### src/hw/rtl/vertex_rotate_project_core_assert.svh
// ----------------------------------------------------------------------------
// vertex_rotate_project_core assertion macros
// Concurrent property wrappers used by the asserting file.
// ----------------------------------------------------------------------------
`ifndef VERTEX_ROTATE_PROJECT_CORE_ASSERT_SVH
`define VERTEX_ROTATE_PROJECT_CORE_ASSERT_SVH

// antecedent implies consequent in the same cycle
`define VRP_ASSERT_IMP(label, clk, rst_n, ante, cons) \
    label: assert property (@(posedge clk) disable iff (!rst_n) (ante) |-> (cons)) \
        else $error("assertion failed");

// antecedent implies consequent in the next cycle
`define VRP_ASSERT_NEXT(label, clk, rst_n, ante, cons) \
    label: assert property (@(posedge clk) disable iff (!rst_n) (ante) |=> (cons)) \
        else $error("assertion failed");

`endif

### src/hw/rtl/vrp_pkg.sv
// ----------------------------------------------------------------------------
// vrp_pkg
// Widths, types and helpers of the vertex rotate and project pipeline.
// ----------------------------------------------------------------------------
package vrp_pkg;

    localparam int COORD_BITS = 24;
    localparam int FRAC_BITS  = 8;
    localparam int TRIG_BITS  = 16;
    localparam int TRIG_SHIFT = 14;

    localparam int CW      = COORD_BITS;
    localparam int UW      = CW - 1;
    localparam int PROD_W  = CW + TRIG_BITS;
    localparam int RSUM_W  = PROD_W + 1;
    localparam int ROT_W   = RSUM_W - TRIG_SHIFT;
    localparam int DIFF_W  = ROT_W + 1;
    localparam int MUL_W   = UW + DIFF_W;
    localparam int DIV_STEPS  = 2;
    localparam int DIV_STAGES = (CW + DIV_STEPS - 1) / DIV_STEPS;
    localparam int QB      = DIV_STAGES * DIV_STEPS;
    localparam int LATENCY = 7 + DIV_STAGES;
    localparam int CFG_IDX_W = 3;

    localparam logic signed [TRIG_BITS-1:0] COS_RST = TRIG_BITS'(16384);
    localparam logic [UW-1:0] FOCAL_RST = UW'(100 * (2 ** FRAC_BITS));
    localparam logic [UW-1:0] NEAR_RST  = UW'(10 * (2 ** FRAC_BITS));
    localparam logic [UW-1:0] FAR_RST   = UW'(1000 * (2 ** FRAC_BITS));

    typedef enum logic [CFG_IDX_W-1:0] {
        CFG_ROT_COS = 3'd0,
        CFG_ROT_SIN = 3'd1,
        CFG_CAM_X   = 3'd2,
        CFG_CAM_Y   = 3'd3,
        CFG_CAM_Z   = 3'd4,
        CFG_FOCAL   = 3'd5,
        CFG_NEAR    = 3'd6,
        CFG_FAR     = 3'd7
    } t_cfg_idx;

    typedef struct packed {
        logic signed [TRIG_BITS-1:0] rot_cos;
        logic signed [TRIG_BITS-1:0] rot_sin;
        logic signed [CW-1:0]        cam_x;
        logic signed [CW-1:0]        cam_y;
        logic signed [CW-1:0]        cam_z;
        logic [UW-1:0]               focal_len;
        logic [UW-1:0]               near_depth;
        logic [UW-1:0]               far_depth;
    } t_cfg;

    typedef struct packed {
        logic signed [CW-1:0] vert_x;
        logic signed [CW-1:0] vert_y;
        logic signed [CW-1:0] vert_z;
    } t_vert;

    typedef struct packed {
        logic signed [CW-1:0] screen_x;
        logic signed [CW-1:0] screen_y;
        logic                 visible;
    } t_result;

    typedef struct packed {
        logic                     vld;
        logic                     vis;
        logic signed [DIFF_W-1:0] dx;
        logic signed [DIFF_W-1:0] dy;
        logic [CW-1:0]            den;
    } t_geom;

    typedef struct packed {
        logic          neg;
        logic          ovf;
        logic [CW-1:0] rem;
        logic [QB-1:0] q;
        logic [QB-1:0] low;
    } t_div_lane;

    typedef struct packed {
        logic          vld;
        logic          vis;
        logic [CW-1:0] den;
        t_div_lane     lx;
        t_div_lane     ly;
    } t_div_item;

    function automatic t_div_lane div_lane_step(t_div_lane l, logic [CW-1:0] den);
        t_div_lane o;
        logic [CW:0] r2;
        o = l;
        for (int i = 0; i < DIV_STEPS; i++) begin
            r2    = {o.rem, o.low[QB-1]};
            o.low = {o.low[QB-2:0], 1'b0};
            if (r2 >= {1'b0, den}) begin
                r2  = r2 - {1'b0, den};
                o.q = {o.q[QB-2:0], 1'b1};
            end else begin
                o.q = {o.q[QB-2:0], 1'b0};
            end
            o.rem = r2[CW-1:0];
        end
        return o;
    endfunction

endpackage

### src/hw/rtl/vrp_rotate.sv
// ----------------------------------------------------------------------------
// vrp_rotate
// Y-axis rotation, camera offset and depth clip; three register stages.
// ----------------------------------------------------------------------------
module vrp_rotate (
    input  logic           i_clk,
    input  logic           i_rst_n,
    input  logic           i_vld,
    input  vrp_pkg::t_vert i_vert,
    input  vrp_pkg::t_cfg  i_cfg,
    output vrp_pkg::t_geom o_geom
);

    localparam logic signed [vrp_pkg::RSUM_W-1:0] HALF =
        vrp_pkg::RSUM_W'(2 ** (vrp_pkg::TRIG_SHIFT - 1));

    logic                               r_s1_vld;
    logic signed [vrp_pkg::PROD_W-1:0]  r_xc, r_zs, r_xs, r_zc;
    logic signed [vrp_pkg::CW-1:0]      r_s1_y;

    logic                               r_s2_vld;
    logic signed [vrp_pkg::ROT_W-1:0]   r_rx, r_rz;
    logic signed [vrp_pkg::CW-1:0]      r_s2_y;

    logic signed [vrp_pkg::RSUM_W-1:0]  n_sum_x, n_sum_z;
    logic signed [vrp_pkg::DIFF_W-1:0]  n_dx, n_dy, n_dz, n_near, n_far;
    vrp_pkg::t_geom                     r_geom;

    always_ff @(posedge i_clk) begin
        if (!i_rst_n) begin
            r_s1_vld <= 1'b0;
        end else begin
            r_s1_vld <= i_vld;
        end
        r_xc   <= vrp_pkg::PROD_W'(i_vert.vert_x) * vrp_pkg::PROD_W'(i_cfg.rot_cos);
        r_zs   <= vrp_pkg::PROD_W'(i_vert.vert_z) * vrp_pkg::PROD_W'(i_cfg.rot_sin);
        r_xs   <= vrp_pkg::PROD_W'(i_vert.vert_x) * vrp_pkg::PROD_W'(i_cfg.rot_sin);
        r_zc   <= vrp_pkg::PROD_W'(i_vert.vert_z) * vrp_pkg::PROD_W'(i_cfg.rot_cos);
        r_s1_y <= i_vert.vert_y;
    end

    always_comb begin
        n_sum_x = vrp_pkg::RSUM_W'(r_xc) + vrp_pkg::RSUM_W'(r_zs) + HALF;
        n_sum_z = vrp_pkg::RSUM_W'(r_zc) - vrp_pkg::RSUM_W'(r_xs) + HALF;
    end

    always_ff @(posedge i_clk) begin
        if (!i_rst_n) begin
            r_s2_vld <= 1'b0;
        end else begin
            r_s2_vld <= r_s1_vld;
        end
        r_rx   <= n_sum_x[vrp_pkg::RSUM_W-1:vrp_pkg::TRIG_SHIFT];
        r_rz   <= n_sum_z[vrp_pkg::RSUM_W-1:vrp_pkg::TRIG_SHIFT];
        r_s2_y <= r_s1_y;
    end

    always_comb begin
        n_dx   = vrp_pkg::DIFF_W'(r_rx) - vrp_pkg::DIFF_W'(i_cfg.cam_x);
        n_dz   = vrp_pkg::DIFF_W'(r_rz) - vrp_pkg::DIFF_W'(i_cfg.cam_z);
        n_dy   = vrp_pkg::DIFF_W'(r_s2_y) - vrp_pkg::DIFF_W'(i_cfg.cam_y);
        n_near = $signed({{(vrp_pkg::DIFF_W - vrp_pkg::UW){1'b0}}, i_cfg.near_depth});
        n_far  = $signed({{(vrp_pkg::DIFF_W - vrp_pkg::UW){1'b0}}, i_cfg.far_depth});
    end

    always_ff @(posedge i_clk) begin
        if (!i_rst_n) begin
            r_geom.vld <= 1'b0;
        end else begin
            r_geom.vld <= r_s2_vld;
        end
        r_geom.vis <= (n_dz > n_near) && (n_dz < n_far);
        r_geom.dx  <= n_dx;
        r_geom.dy  <= n_dy;
        // dz below 2^(CW-1) whenever the vertex is kept
        r_geom.den <= {1'b0, i_cfg.focal_len} + n_dz[vrp_pkg::CW-1:0];
    end

    assign o_geom = r_geom;

endmodule

### config.mk
export PLATFORM = sky130hd
export DESIGN_NAME = vrp_rotate
export DESIGN_NICKNAME = d
export VERILOG_FILES = /design/src/hw/rtl/vertex_rotate_project_core_assert.svh /design/src/hw/rtl/vrp_pkg.sv /design/src/hw/rtl/vrp_rotate.sv
export SDC_FILE = /design/constraint.sdc
export NUM_CORES = 2
export LEC_CHECK = 0
export ABC_AREA = 1
export BUFFER_PORTS_ARGS = -buffer_cell sky130_fd_sc_hd__buf_4
export CORE_MARGIN = 2
export CORE_UTILIZATION = 51
export DETAILED_ROUTE_END_ITERATION = 6
export GPL_TIMING_DRIVEN = 0
export MAX_ROUTING_LAYER = met4
export PLACE_DENSITY = 0.68
export SLEW_MARGIN = 20
export SYNTH_ARGS = -nofsm -noshare
export SYNTH_HDL_FRONTEND = slang
export SYNTH_SLANG_ARGS = --single-unit
### constraint.sdc
create_clock -name i_clk -period 11.2 [get_ports i_clk]
set_input_delay 1.12 -clock i_clk [delete_from_list [all_inputs] [get_ports i_clk]]
set_output_delay 1.12 -clock i_clk [all_outputs]
set_load 0.005 [all_outputs]
==> metrics <==
FMAX=118.2 MHz; Antenna Violating Nets Remaining=0; IO Count=330; count of final setup violators=0; CTS Buffer Depth=3; max_cap viols=0; crit path max fanout=10; sequential share of the synthesized area=0.09065; initial antenna violation count=28; DP HPWL=245800 um; standard-cell rows=141; Routed wire per std cell=24.04 um; syn nets=12017; Initial DRT Pass Iterations=7; first-pass GRT wire length=420000 um; GP Congestion=1.052; Setup Buffers After CTS=0; most common cell after layout, fill and taps aside=inv_1; Clock Root Buffer=clkbuf_16; layout cells sized above 1=0.05204; r2r worst-path depth=19; final clock period utilization by the worst path=0.7552; clk sinks=343; Worst slew margin=0.1187; area grow syn2layout=8.363%; Via Count=64130; FF-to-FF End=o_geom[23]$_DFF_P_; maximum number of pins on one net before global-route repair=15; Synth Warn #=0; failing checks=DRC; CTS buffer count=43; worst-margin pin slew=1.322 ns; die width=389.4 um; Buffers on Ports=297; Syn Area/Cell=7.909 um^2; Worst-path clk slew=0.06 ns; WP data arrival=8.91 ns; R2R Setup Slk=7.34 ns; Vert. Die Dim=389.4 um; core area=147700 um^2; Finished Layout Cells=11905; Post-synth EDFFs=0; post_cts resized=0; Cell variety after synth=54; Hold Vio Cnt, Final=0; CP startpoint=i_cfg[144]; Skew-Pair Late Insertion Delay=0.64 ns; Finished Cell Area=82080 um^2; die area=151600 um^2; crit start category=primary input; Syn Inst Count=9577; WS Path Type=primary input to register; Setup Skew=0.02826 ns; Setup crit end kind=register; vias per inst=5.387; outcome=complete, but fails checks; DR DRC count=4; vias in the first global route=66123; Placed Area=80500 um^2; crit path to=r_zs[33]$_DFF_P_; Synth Flop Type=dfxtp_1; CTS tree=done; GRT Residual Overflow=0; RSZ-0062 raised after global routing=false; Post-synth ARST share=0; commonest non-fill, non-tap cells in the layout=inv_1, nand2_1, fa_1, ha_1, a21oi_1; synthesized area=75750 um^2; Post-Route Setup TNS=0 ns; drt total wl=286100 um; number of register bits inferred by synthesis=343; worst min path class=register to register; Total Routing Usage GR=0.3938; Initial Utilization=0.5130; Required @ worst endpoint=11.65 ns; Nets=12361; fin crit period=8.459 ns; max-slew violations=0; H-tree depth=2; Post-CTS Hold Fix Bufs=0; Crit Reg-Reg Startpoint=r_rz[0]$_DFF_P_; iteration-0 DRC count of the detailed router=6121; Cells after DPL=11806
-- cell usage after synthesis, types with 3 or more instances --
master / count / area share
a21boi_1: 5 / 0.00050
a21oi_1: 395 / 0.026
o211ai_1: 6 / 0.00059
inv_1: 2808 / 0.14
nand4_1: 39 / 0.0032
a21o_1: 34 / 0.0034
o21a_1: 24 / 0.0024
o21ai_1: 30 / 0.0020
o21bai_1: 27 / 0.0027
nand2_1: 2132 / 0.11
o21bai_2: 4 / 0.00059
nor3_2: 5 / 0.00066
a21boi_0: 10 / 0.00099
xor2_1: 195 / 0.023
a21boi_2: 3 / 0.00045
nor2_4: 3 / 0.00045
nand3_2: 7 / 0.00093
nand3b_1: 3 / 0.00030
buf_4: 3 / 0.00030
ha_1: 692 / 0.11
or2_2: 8 / 0.00066
a211oi_1: 5 / 0.00050
o21ai_0: 172 / 0.011
nand3_1: 125 / 0.0083
a31oi_1: 47 / 0.0039
dfxtp_1: 343 / 0.091
clkbuf_1: 259 / 0.013
fa_1: 1500 / 0.40
o221ai_1: 15 / 0.0017
xnor2_1: 120 / 0.014
a21oi_2: 10 / 0.0012
a221oi_1: 4 / 0.00046
buf_1: 45 / 0.0022
o2111ai_1: 8 / 0.00093
nor4_1: 8 / 0.00066
nor2_2: 8 / 0.00066
o21ai_2: 11 / 0.0013
nand2_2: 17 / 0.0014
nor2_1: 392 / 0.019
nor3_1: 37 / 0.0024
-- critical path, cell delays in order --
cell and delay [ns]:
clkbuf_2 0.46, clkbuf_1 0.92, nand2_1 0.42, fa_1 0.70, fa_1 0.51, fa_1 0.45, fa_1 0.50, inv_1 0.06
fa_1 0.57, inv_1 0.06, fa_1 0.48, inv_1 0.05, ha_1 0.40, nand2_1 0.15, nor2_1 0.19, nand4_1 0.09
nor3_1 0.49, a21oi_2 0.16, o21ai_1 0.28, a21oi_1 0.15, xnor2_1 0.69
-- worst min-delay path by stage --
stage / from / end / slack (ns) / cells after the start
2_1_floorplan: r_s1_y[0]$_DFF_P_ / r_s2_y[0]$_DFF_P_ / 0.31 / 0
3_3_place_gp: r_s1_y[21]$_DFF_P_ / r_s2_y[21]$_DFF_P_ / 0.31 / 0
3_5_place_dp: r_s1_y[11]$_DFF_P_ / r_s2_y[11]$_DFF_P_ / 0.31 / 0
4_1_cts: r_s1_y[11]$_DFF_P_ / r_s2_y[11]$_DFF_P_ / 0.33 / 0
5_1_grt: r_s1_y[3]$_DFF_P_ / r_s2_y[3]$_DFF_P_ / 0.33 / 0
6_report: r_s1_y[22]$_DFF_P_ / r_s2_y[22]$_DFF_P_ / 0.33 / 0
-- area by class of cell --
class | count | area, um^2
buffer | 307 | 1240
clock inverter | 26 | 369.1
sequential | 343 | 6867
timing repair buffer | 299 | 2272
tap | 1930 | 2415
multi-input combinational | 6118 | 57170
clock buffer | 52 | 1150
fill | 14299 | 65580
antenna | 21 | 52.55
inverter | 2809 | 10540
-- flip-flops by register name, indices dropped and copies added (netlist names), 24 cells and up --
name    count
r_rx       27
r_zc       40
r_s2_y     24
o_geom     79
r_s1_y     24
r_xc       40
r_zs       40
r_rz       27
r_xs       40
-- metrics by stage --
stage | hold slack, ns | worst slack [ns] | utilization
finish | 0.3256 | 2.741 | 0.5559
global placement | 0.3096 | 1.782 | 0.5444
global route | 0.3279 | 2.695 | 0.5558
detailed placement | 0.3121 | 2.396 | 0.5452
CTS | 0.3255 | 3.056 | 0.5555
floorplan | 0.3096 | 4.648 | -
-- per-layer routing --
layer  wire length (um)  part of all wire  global-route usage
met3              29810              0.10             0.08626
met2             126200              0.44              0.5952
met5                  0                 0                   -
met1             114300              0.40              0.5075
met4              15860             0.055              0.1785
-- cells by family (layout without fill, tap and decap cells) --
group	count (synthesis)	count (layout)	synth area share
buf+inv	3116	3493	0.1546
simple gates	2790	2790	0.1453
fa+ha+maj	2192	2192	0.5107
compound gates	821	821	0.06231
flops	343	343	0.09065
xor+xnor	315	315	0.03642
other cells	0	21	0
Power is left out: the tool's default activity adds up to more than one toggle a clock period on the data nets, which glitch-free logic cannot reach.
